$ cat src/hw/rtl/tps_pkg.sv
// tps_pkg: shared codes, reset values and types of the tamping pass sequencer
// used by tps_step and tamping_pass_sequencer; depends on nothing else
package tps_pkg;

    // vertical drive codes
    localparam logic [1:0] V_STOP = 2'd0;
    localparam logic [1:0] V_UP   = 2'd1;
    localparam logic [1:0] V_DOWN = 2'd2;

    // horizontal drive codes
    localparam logic [1:0] H_STOP = 2'd0;
    localparam logic [1:0] H_FWD  = 2'd1;
    localparam logic [1:0] H_BACK = 2'd2;

    // program phase codes
    localparam logic [1:0] PH_LOWER  = 2'd0;
    localparam logic [1:0] PH_LIFT   = 2'd1;
    localparam logic [1:0] PH_TRAVEL = 2'd2;

    // fault codes
    localparam logic [1:0] FAULT_NONE   = 2'd0;
    localparam logic [1:0] FAULT_OIL    = 2'd1;
    localparam logic [1:0] FAULT_SAFETY = 2'd2;

    localparam logic [1:0] PROG_IDLE    = 2'd0;
    localparam logic [1:0] LAST_PROGRAM = 2'd3;

    // register indexes
    localparam int unsigned CFG_IDX_W = 3;
    localparam logic [CFG_IDX_W-1:0] REG_SETTLE = 3'd0;
    localparam logic [CFG_IDX_W-1:0] REG_LIFT   = 3'd1;
    localparam logic [CFG_IDX_W-1:0] REG_TRAVEL = 3'd2;
    localparam logic [CFG_IDX_W-1:0] REG_PASSES = 3'd3;
    localparam logic [CFG_IDX_W-1:0] REG_SAFETY = 3'd4;
    localparam int unsigned CFG_DATA_W = 16;

    localparam logic [15:0] TIME_MAX = 16'hFFFF;
    localparam logic [7:0]  PASS_MAX = 8'hFF;

    // register reset values
    localparam logic [15:0] SETTLE_RST = 16'd2000;
    localparam logic [15:0] LIFT_RST   = 16'd2000;
    localparam logic [15:0] TRAVEL_RST = 16'd400;
    localparam logic [7:0]  PASSES_RST = 8'd2;
    localparam logic [15:0] SAFETY_RST = 16'd15000;

    typedef struct packed {
        logic [15:0] settle_delay_ms;
        logic [15:0] lift_time_ms;
        logic [15:0] travel_time_ms;
        logic [7:0]  pass_limit;
        logic [15:0] safety_time_ms;
    } cfg_t;

    typedef struct packed {
        logic       tick;
        logic       pressure_hit;
        logic       feeler_front;
        logic       feeler_back;
        logic [1:0] start_program;
        logic       stop_request;
        logic       oil_low;
    } item_t;

    typedef struct packed {
        logic [1:0]  prog;
        logic [1:0]  phase;
        logic        awaiting_pressure;
        logic        pressure_once;
        logic [15:0] elapsed_ms;
        logic [15:0] travel_accum_ms;
        logic [7:0]  pass_count;
        logic        dir_forward;
        logic [1:0]  vert_out;
        logic [1:0]  horiz_out;
        logic [1:0]  fault_latch;
    } state_t;

    localparam state_t STATE_RST = '{
        prog:              PROG_IDLE,
        phase:             PH_LOWER,
        awaiting_pressure: 1'b1,
        pressure_once:     1'b0,
        elapsed_ms:        16'd0,
        travel_accum_ms:   16'd0,
        pass_count:        8'd0,
        dir_forward:       1'b1,
        vert_out:          V_STOP,
        horiz_out:         H_STOP,
        fault_latch:       FAULT_NONE
    };

endpackage

$ cat src/hw/rtl/tps_step.sv
// tps_step: next-state and result logic for one beat of the sequencer
// depends on tps_pkg for codes and the state, config and item structs
module tps_step (
    input  tps_pkg::state_t cur,
    input  tps_pkg::cfg_t   cfg,
    input  tps_pkg::item_t  item,
    output tps_pkg::state_t nxt,
    output logic            finished,
    output logic [1:0]      next_program
);

    always_comb begin
        tps_pkg::state_t s;
        logic            hit;
        logic [16:0]     sum;
        s            = cur;
        finished     = 1'b0;
        next_program = tps_pkg::PROG_IDLE;
        hit          = 1'b0;
        sum          = 17'd0;

        // low oil wins over everything
        if (s.fault_latch == tps_pkg::FAULT_NONE && item.oil_low) begin
            s.fault_latch = tps_pkg::FAULT_OIL;
            s.prog        = tps_pkg::PROG_IDLE;
            s.vert_out    = tps_pkg::V_STOP;
            s.horiz_out   = tps_pkg::H_STOP;
        end

        if (s.fault_latch == tps_pkg::FAULT_NONE) begin
            if (item.stop_request) begin
                s.prog      = tps_pkg::PROG_IDLE;
                s.vert_out  = tps_pkg::V_STOP;
                s.horiz_out = tps_pkg::H_STOP;
            end else if (item.start_program != tps_pkg::PROG_IDLE &&
                         item.start_program != s.prog) begin
                s.prog              = item.start_program;
                s.pass_count        = 8'd0;
                s.dir_forward       = 1'b1;
                s.travel_accum_ms   = 16'd0;
                s.elapsed_ms        = 16'd0;
                s.phase             = tps_pkg::PH_LOWER;
                s.horiz_out         = tps_pkg::H_STOP;
                s.vert_out          = tps_pkg::V_DOWN;
                s.pressure_once     = 1'b0;
                s.awaiting_pressure = 1'b1;
            end
        end

        if (s.fault_latch == tps_pkg::FAULT_NONE && s.prog != tps_pkg::PROG_IDLE) begin
            if (item.tick && s.elapsed_ms != tps_pkg::TIME_MAX) begin
                s.elapsed_ms = s.elapsed_ms + 16'd1;
            end

            case (s.phase)
                tps_pkg::PH_LOWER: begin
                    if (s.awaiting_pressure) begin
                        // two consecutive ticks with pressure
                        if (item.tick) begin
                            if (item.pressure_hit) begin
                                if (s.pressure_once) begin
                                    s.awaiting_pressure = 1'b0;
                                    s.elapsed_ms        = 16'd0;
                                end else begin
                                    s.pressure_once = 1'b1;
                                end
                            end else begin
                                s.pressure_once = 1'b0;
                            end
                        end
                    end else if (s.elapsed_ms >= cfg.settle_delay_ms) begin
                        s.phase      = tps_pkg::PH_LIFT;
                        s.elapsed_ms = 16'd0;
                        s.vert_out   = tps_pkg::V_UP;
                    end
                end
                tps_pkg::PH_LIFT: begin
                    if (s.elapsed_ms >= cfg.lift_time_ms) begin
                        s.vert_out   = tps_pkg::V_STOP;
                        s.horiz_out  = s.dir_forward ? tps_pkg::H_FWD : tps_pkg::H_BACK;
                        s.elapsed_ms = 16'd0;
                        s.phase      = tps_pkg::PH_TRAVEL;
                    end
                end
                default: begin
                    // travelling, also for the unused phase code
                    hit = s.dir_forward ? item.feeler_front : item.feeler_back;
                    sum = {1'b0, s.travel_accum_ms} + {1'b0, s.elapsed_ms};
                    if (hit) begin
                        s.dir_forward     = ~s.dir_forward;
                        s.travel_accum_ms = 16'd0;
                        if (s.pass_count != tps_pkg::PASS_MAX) begin
                            s.pass_count = s.pass_count + 8'd1;
                        end
                        if (s.pass_count >= cfg.pass_limit) begin
                            finished     = 1'b1;
                            next_program = (s.prog == tps_pkg::LAST_PROGRAM)
                                         ? tps_pkg::PROG_IDLE : s.prog + 2'd1;
                            s.prog       = tps_pkg::PROG_IDLE;
                            s.vert_out   = tps_pkg::V_STOP;
                            s.horiz_out  = tps_pkg::H_STOP;
                        end else begin
                            s.phase             = tps_pkg::PH_LOWER;
                            s.horiz_out         = tps_pkg::H_STOP;
                            s.vert_out          = tps_pkg::V_DOWN;
                            s.pressure_once     = 1'b0;
                            s.awaiting_pressure = 1'b1;
                        end
                    end else if (sum >= {1'b0, cfg.safety_time_ms}) begin
                        s.fault_latch = tps_pkg::FAULT_SAFETY;
                        s.prog        = tps_pkg::PROG_IDLE;
                        s.vert_out    = tps_pkg::V_STOP;
                        s.horiz_out   = tps_pkg::H_STOP;
                    end else if (s.elapsed_ms >= cfg.travel_time_ms) begin
                        // accumulated pass time saturates
                        s.travel_accum_ms   = sum[16] ? tps_pkg::TIME_MAX : sum[15:0];
                        s.phase             = tps_pkg::PH_LOWER;
                        s.horiz_out         = tps_pkg::H_STOP;
                        s.vert_out          = tps_pkg::V_DOWN;
                        s.pressure_once     = 1'b0;
                        s.awaiting_pressure = 1'b1;
                    end
                end
            endcase
        end

        nxt = s;
    end

endmodule

$ cat src/hw/rtl/tamping_pass_sequencer.sv
// tamping_pass_sequencer: top level, one result beat for every input beat
// the result beat is registered, valid in the cycle after its input beat; throughput one
// beat per cycle while m_ready takes each result, else input stalls behind the waiting one
// a waiting result does not block input while m_ready takes it in the same cycle
// synchronous active-low reset: idle, drives stopped, configuration registers at defaults
// depends on tps_pkg and tps_step
module tamping_pass_sequencer (
    input  logic                            aclk,
    input  logic                            aresetn,

    input  logic                            cfg_valid,
    output logic                            cfg_ready,
    input  logic [tps_pkg::CFG_IDX_W-1:0]   cfg_index,
    input  logic [tps_pkg::CFG_DATA_W-1:0]  cfg_data,

    input  logic                            s_valid,
    output logic                            s_ready,
    input  logic                            s_tick,
    input  logic                            s_pressure_hit,
    input  logic                            s_feeler_front,
    input  logic                            s_feeler_back,
    input  logic [1:0]                      s_start_program,
    input  logic                            s_stop_request,
    input  logic                            s_oil_low,

    output logic                            m_valid,
    input  logic                            m_ready,
    output logic [1:0]                      m_vertical_drive,
    output logic [1:0]                      m_horizontal_drive,
    output logic [1:0]                      m_active_program,
    output logic [7:0]                      m_passes_done,
    output logic                            m_moving_forward,
    output logic [1:0]                      m_fault_code,
    output logic                            m_program_finished,
    output logic [1:0]                      m_next_program
);

    tps_pkg::cfg_t   cfg_reg;
    tps_pkg::state_t state_reg;
    tps_pkg::state_t state_next;
    tps_pkg::item_t  item;
    logic            finished;
    logic [1:0]      next_prog;
    logic            m_valid_reg;
    logic            s_beat;

    logic [1:0]      vert_reg;
    logic [1:0]      horiz_reg;
    logic [1:0]      prog_reg;
    logic [7:0]      passes_reg;
    logic            fwd_reg;
    logic [1:0]      fault_reg;
    logic            finished_reg;
    logic [1:0]      next_prog_reg;

    assign cfg_ready = 1'b1;
    assign s_ready   = ~m_valid_reg | m_ready;
    assign s_beat    = s_valid & s_ready;

    assign item = '{
        tick:          s_tick,
        pressure_hit:  s_pressure_hit,
        feeler_front:  s_feeler_front,
        feeler_back:   s_feeler_back,
        start_program: s_start_program,
        stop_request:  s_stop_request,
        oil_low:       s_oil_low
    };

    tps_step u_step (
        .cur          (state_reg),
        .cfg          (cfg_reg),
        .item         (item),
        .nxt          (state_next),
        .finished     (finished),
        .next_program (next_prog)
    );

    // configuration registers, indexes past the list are dropped
    always_ff @(posedge aclk) begin
        if (!aresetn) begin
            cfg_reg.settle_delay_ms <= tps_pkg::SETTLE_RST;
            cfg_reg.lift_time_ms    <= tps_pkg::LIFT_RST;
            cfg_reg.travel_time_ms  <= tps_pkg::TRAVEL_RST;
            cfg_reg.pass_limit      <= tps_pkg::PASSES_RST;
            cfg_reg.safety_time_ms  <= tps_pkg::SAFETY_RST;
        end else if (cfg_valid && cfg_ready) begin
            case (cfg_index)
                tps_pkg::REG_SETTLE: cfg_reg.settle_delay_ms <= cfg_data;
                tps_pkg::REG_LIFT:   cfg_reg.lift_time_ms    <= cfg_data;
                tps_pkg::REG_TRAVEL: cfg_reg.travel_time_ms  <= cfg_data;
                tps_pkg::REG_PASSES: cfg_reg.pass_limit      <= cfg_data[7:0];
                tps_pkg::REG_SAFETY: cfg_reg.safety_time_ms  <= cfg_data;
                default: ;
            endcase
        end
    end

    always_ff @(posedge aclk) begin
        if (!aresetn) begin
            state_reg   <= tps_pkg::STATE_RST;
            m_valid_reg <= 1'b0;
        end else begin
            if (s_beat) begin
                state_reg <= state_next;
            end
            if (s_beat) begin
                m_valid_reg <= 1'b1;
            end else if (m_ready) begin
                m_valid_reg <= 1'b0;
            end
        end
    end

    // result payload, loaded on every input beat
    always_ff @(posedge aclk) begin
        if (s_beat) begin
            vert_reg      <= state_next.vert_out;
            horiz_reg     <= state_next.horiz_out;
            prog_reg      <= state_next.prog;
            passes_reg    <= state_next.pass_count;
            fwd_reg       <= state_next.dir_forward;
            fault_reg     <= state_next.fault_latch;
            finished_reg  <= finished;
            next_prog_reg <= next_prog;
        end
    end

    assign m_valid            = m_valid_reg;
    assign m_vertical_drive   = vert_reg;
    assign m_horizontal_drive = horiz_reg;
    assign m_active_program   = prog_reg;
    assign m_passes_done      = passes_reg;
    assign m_moving_forward   = fwd_reg;
    assign m_fault_code       = fault_reg;
    assign m_program_finished = finished_reg;
    assign m_next_program     = next_prog_reg;

endmodule
$ cat config.mk
export PLATFORM = sky130hd
export DESIGN_NAME = tamping_pass_sequencer
export DESIGN_NICKNAME = d
export VERILOG_FILES = /design/src/hw/rtl/tps_pkg.sv /design/src/hw/rtl/tps_step.sv /design/src/hw/rtl/tamping_pass_sequencer.sv
export SDC_FILE = /design/constraint.sdc
export NUM_CORES = 1
export LEC_CHECK = 0
export BUFFER_PORTS_ARGS = -buffer_cell sky130_fd_sc_hd__buf_4
export CAP_MARGIN = 5
export CORE_ASPECT_RATIO = 0.5
export CORE_MARGIN = 2
export CORE_UTILIZATION = 65
export DETAILED_ROUTE_END_ITERATION = 6
export GPL_ROUTABILITY_DRIVEN = 0
export PLACE_DENSITY = 0.91
export RECOVER_POWER = 50
export REMOVE_ABC_BUFFERS = 1
export SYNTH_ARGS = -nofsm -noshare
export SYNTH_HDL_FRONTEND = slang
export SYNTH_SLANG_ARGS = --single-unit
$ cat constraint.sdc
create_clock -name aclk -period 14.6 [get_ports aclk]
set_input_delay 4.38 -clock aclk [delete_from_list [all_inputs] [get_ports aclk]]
set_output_delay 4.38 -clock aclk [all_outputs]
set_load 0.01 [all_outputs]
### Word-level counts from Yosys, hierarchy flattened

Index checks and enable logic that the tools add are counted.

| word-level totals | value |
|---|---|
| logic and storage cells | 129 |
| register bits | 146 |
| output and inout port bits | 23 |
| bits of input ports | 32 |

| operators by class | value |
|---|---|
| reductions and logical operators | 19 |
| equal/unequal tests | 9 |
| $add $sub $neg | 4 |
| mux-type cells | 60 |
| magnitude comparators | 5 |
| bitwise gates (word level) | 7 |

Operators with widths:

| kind | count |
|---|---|
| $mux 16 | 11 |
| $mux 51 | 2 |
| $mux 53 | 1 |
| $ge 16x16->1 | 3 |
| $mux 45 | 1 |
| $mux 4 | 9 |
| $mux 8 | 4 |
| $pmux 16 s2 | 1 |
| $mux 2 | 15 |
| $mux 25 | 1 |
| $mux 18 | 1 |
| $add 16x16->17 | 1 |
| $ge 17x16->1 | 1 |
| $add 16x1->16 const B | 1 |
| $ne 16x16->1 const B | 1 |
| $pmux 2 s2 | 4 |
| $mux 6 | 2 |
| $reduce_and 2->1 | 5 |
| $mux 9 | 1 |
| $add 8x1->8 const B | 1 |
| $ge 8x8->1 | 1 |
| $ne 8x8->1 const B | 1 |
| $mux 1 | 7 |
| $eq 3x2->1 const B | 2 |
| 16 further kinds | 27 |

### Depth between registers and ports, before layout

| depth | value |
|---|---|
| word-level depth | 19 |
| depth in mapped cells | 38 |
| mapped depth without buffers | 32 |

### By module

Synthesis repeated with hierarchy kept, for this count alone.

| second synthesis, totals | value |
|---|---|
| cell total of the unflattened synthesis | 1167 |
| area, all modules | 9567.9 um^2 |

By module, submodules not included:

| module | cells each | sequential area each (um^2) | area an instance (um^2) | instances |
|---|---|---|---|---|
| tamping_pass_sequencer | 516 | 3123.0 | 5247.5 | 1 |
| tps_step | 651 | 0.0 | 4320.4 | 1 |

### Worst setup path after synthesis

Ideal clock, no wire load.

| timing path | value |
|---|---|
| path type | input to register |
| start | input s_start_program[0] |
| end | register state_reg[18] in the netlist's numbering |
| stages on the path | 36 |
| buffers on the path | 5 |
| library setup time | 0.123 ns |
| slack | 3.216 ns |
| data arrival time | 11.262 ns |
| data required time | 14.477 ns |
| cells stage by stage | nand2b_1 a21boi_0 o21ai_1 clkbuf_1 clkbuf_1 clkbuf_1 nand2_1 inv_1 ha_1 nand4_1 or4_4 o21a_1 buf_2 and3_1 nand2_1 xor2_1 nor2_1 ha_1 inv_1 o21bai_1 maj3_1 a32o_2 a21boi_0 o21ai_0 xnor2_1 ha_1 a21o_1 a211oi_1 nand3_1 a211oi_1 o21ai_0 o21ba_1 buf_6 mux2_4 a221oi_1 nor2_1 |

| on the way | value |
|---|---|
| cells in the longest elaborated chain, start to end | 16 |
| elaborated cells on any way between the ends | 27 |
| those cells by class | add/sub: 2; order compare: 2; eq/ne: 3; mux: 13; reduce/logical: 7 |

Ends and longest elaborated chain:

| what | RTL line | RTL |
|---|---|---|
| start, declared | tamping_pass_sequencer.sv:22 | `input logic [1:0] s_start_program,` |
| $ne 2x2->1 / $reduce_bool 2->1 (equally long branches) | tps_step.sv:36, tps_step.sv:35 |  |
| $logic_and 1x1->1 | tps_step.sv:35 | `end else if (item.start_program != tps_pkg::PROG_IDLE &&` |
| $mux 51 (*) | tps_step.sv:35 |  |
| $mux 45 | tps_step.sv:31 | `if (item.stop_request) begin` |
| $mux 51 (*) | tps_step.sv:30 | `if (s.fault_latch == tps_pkg::FAULT_NONE) begin` |
| branches (longest 10 deep; another with $add 16x16->17) | -- |  |
| $mux 53 (*) | tps_step.sv:50 | `if (s.fault_latch == tps_pkg::FAULT_NONE && s.prog != tps_pkg::PROG_IDLE) begin` |
| end signal, assigned | tamping_pass_sequencer.sv:101 | `state_reg <= tps_pkg::STATE_RST;` |
| end signal, assigned | tamping_pass_sequencer.sv:105 | `state_reg <= state_next;` |
| end, declared | tamping_pass_sequencer.sv:39 | `tps_pkg::state_t state_reg;` |

Every way passes the cells marked *. The select of a mux whose other input is x is not followed.
A chain may end at the register's enable or synchronous reset.

### Final worst setup path

Ends and elaborated chain as after synthesis.

==> flow_summary.ini <==
[timing]
rsz0062_at_grt = no
drv_slew = 123
finalHoldViolCount = 0
fin_skew_ns = 0.00753
fin_crit_ns = 12.15
tns_ns = 0
setup_viol = 0
fin_crit_sh_pct = 83.2
relSlewSlack_pct = -121
tightestPinTransition_ns = 3.32
max_freq_mhz = 82.3

[setup_path]
slowest_stage = o21ba_1
r2r-end = state_reg[18]$_SDFFE_PN0P_
worst_ep_required_time_ns = 14.92
path_max_fanout = 19
cp.arrival_ns = 12.48
slowest_delay_ns = 0.80
crit_top_cell = ha_1
reg2regPathDepth = 31
worstReg2RegStart = state_reg[51]$_SDFFE_PN0P_
critPathKind = in2reg
crit_path_end = state_reg[18]$_SDFFE_PN0P_
cp-start-kind = input pin
crit_start = s_start_program[0]
cp-end-kind = flop
r2r_setup_slack_ns = 6.15

[drt]
drt_iter0_markers = 1085
avgViaCountPerCell = 6.51
wl_per_cell_um = 18.9
finalWirelength_mm = 26.0
drtAntennaViolNets = 0
drc_errors = 0
drt_first_pass_iters = 6
vias = 8977

[logic_synthesis]
synth-edff-count = 20
yosysWarnings = 0
synth_top_flop_cell = dfxtp_1
synth.avg_cell_area_um2 = 8.14
netlist-cell-type-count = 83
async_reset_ff_share_pct = 0
ys_seq_area_share_pct = 33.4
syn-instance-count = 1147
ys_ff_latch = 146
netlist_area_mm2 = 0.00934

[floorplanning]
coreArea_mm2 = 0.0138
io_pins = 55
initial_core_util_pct = 67.8
die_x_um = 174
die_area_mm2 = 0.0154
rows = 30
die_h_um = 88.8

[cells_and_area]
diodes = 0
largest_reg_flops = 72
layout-drive-gt1-share_pct = 7.84
nNetsFinal = 1289
area_growth_pct = 10.4

[global_routing]
grt_usage_pct = 34.3
grt_pass1_wl_mm = 41.7
grt_max_degree = 80
grt_overflow = 0
antenna_found_initial = 0
grt_pass1_vias = 8545

[min_path]
hp-class = reg2reg

[clock_network]
root_buffer = clkbuf_16
cts_sinks = 146
hold_buffers = 0
ctsHtreeMaxLevel = 4
cts_buffers = 17
cts_setup_buffers = 0
cts_tree = yes
cts.path.max_buffers = 2
clkTransAtPathRegs_ns = 0.07
cts_resized = 0
clock_latency_ns = 0.44

[flow_run]
cap_violations = 2

[placed_design]
io_buffer_count = 53
dp_hpwl_mm = 18.5

[pwr]
p_total_uw = 985
power_per_cell_area_mw_per_mm2 = 95.5
ir_worst_vdd_mv = 0.0597
p_leak_nw = 4.38

[status]
violations = max-capacitance violations, max-slew violations
status = finished with violations
## kinds of logic after synthesis
group | after synthesis | synth area share (%)
other cells | 1 | 0.0401
xor+xnor | 35 | 3.28
mux | 10 | 1.25
flops | 146 | 33.4
simple gates | 412 | 20.8
compound gates | 306 | 23.2
buf+inv | 148 | 6.17
fa+ha+maj | 89 | 11.9
## layout by cell type (no fill, tap or decap), types with 12 or more instances in the layout
master     instances
o211ai_1          23
a21boi_0          39
and2_1            24
nand2_1          194
nand4_1           18
clkbuf_1          29
xor2_1            16
buf_4             32
a22o_1            15
dfxtp_1          126
clkbuf_16         17
inv_1             93
a21oi_1           56
ha_1              83
o21ai_0           48
and3_1            14
edfxtp_1          20
nand3_1           35
nand2b_1          12
nor2_1            58
xnor2_1           19
a21o_1            28
nor2b_1           16
## metrics by stage
stage	setup WS, ns	cell area (µm²)	hold WS (ns)	std cells	utilization [%]
after global routing	1.99	10300	0.467	1378	74.9
final	2.45	10300	0.460	1378	74.9
after global placement	2.77	9820	0.435	1346	71.3
after detailed placement	2.34	9820	0.445	1346	71.3
after CTS	2.68	10400	0.454	1378	75.6
after floorplan	2.32	9110	0.425	1092	-
## Yosys cell counts (6+ instances only)
cell type,n,share of area (%)
nand2_1,194,7.8
dfxtp_1,126,27
inv_1,93,3.7
ha_1,83,11
nor2_1,58,2.3
a21oi_1,56,3.0
o21ai_0,48,2.6
clkbuf_1,42,1.7
a21boi_0,39,3.1
nand3_1,35,1.9
a21o_1,28,2.3
and2_1,24,1.6
o211ai_1,23,1.8
edfxtp_1,20,6.4
xnor2_1,19,1.8
nand4_1,18,1.2
nor2b_1,16,1.1
xor2_1,16,1.5
a22o_1,15,1.4
and3_1,14,0.94
nand2b_1,12,0.80
a31oi_1,10,0.67
a32oi_1,10,0.94
nor3_1,10,0.54
a211oi_1,6,0.48
or3_1,6,0.40
## report_power, final
part	leakage [nW]	switching (mW)	internal (mW)	total, mW
Sequential	1.22	0.00573	0.419	0.424
Combinational	2.87	0.0697	0.0373	0.107
Clock	0.286	0.197	0.257	0.453
Total	4.38	0.272	0.713	0.985
## per-layer routing
metal,vias to the layer above,GRT usage (%),part of all wire (%)
li1,4107,-,-
met1,4156,43.2,41
met2,586,56.7,44
met3,128,7.56,11
met4,0,17.5,3.9
met5,-,0,0
## critical path, delay by kind of cell
kind / cells / cell delay [ns]
xor+xnor: 2 / 0.24
compound gates: 13 / 4.11
buf+inv: 3 / 0.30
mux: 1 / 0.35
fa+ha+maj: 4 / 1.26
simple gates: 9 / 1.80
## worst min-delay path by stage
stage | end | start | cells past startpoint | slack (ns)
after floorplan | state_reg[27]$_SDFFE_PN0P_ | state_reg[27]$_SDFFE_PN0P_ | 2 | 0.43
final | cfg_reg[51]$_SDFFE_PN0P_ | cfg_reg[51]$_SDFFE_PN0P_ | 2 | 0.46
after global placement | state_reg[27]$_SDFFE_PN0P_ | state_reg[27]$_SDFFE_PN0P_ | 2 | 0.43
after global routing | state_reg[27]$_SDFFE_PN0P_ | state_reg[27]$_SDFFE_PN0P_ | 2 | 0.47
after detailed placement | state_reg[27]$_SDFFE_PN0P_ | state_reg[27]$_SDFFE_PN0P_ | 2 | 0.45
after CTS | state_reg[27]$_SDFFE_PN0P_ | state_reg[27]$_SDFFE_PN0P_ | 2 | 0.45
## cell type report
class / count / area, µm²
clock buffer: 17 / 425
clock inverter: 15 / 171
fill: 997 / 3460
inverter: 93 / 349
multi-input combinational: 853 / 5650
sequential: 146 / 3120
tap: 192 / 240
timing repair buffer: 62 / 357
No activity file was read; power rests on OpenSTA's default activity.
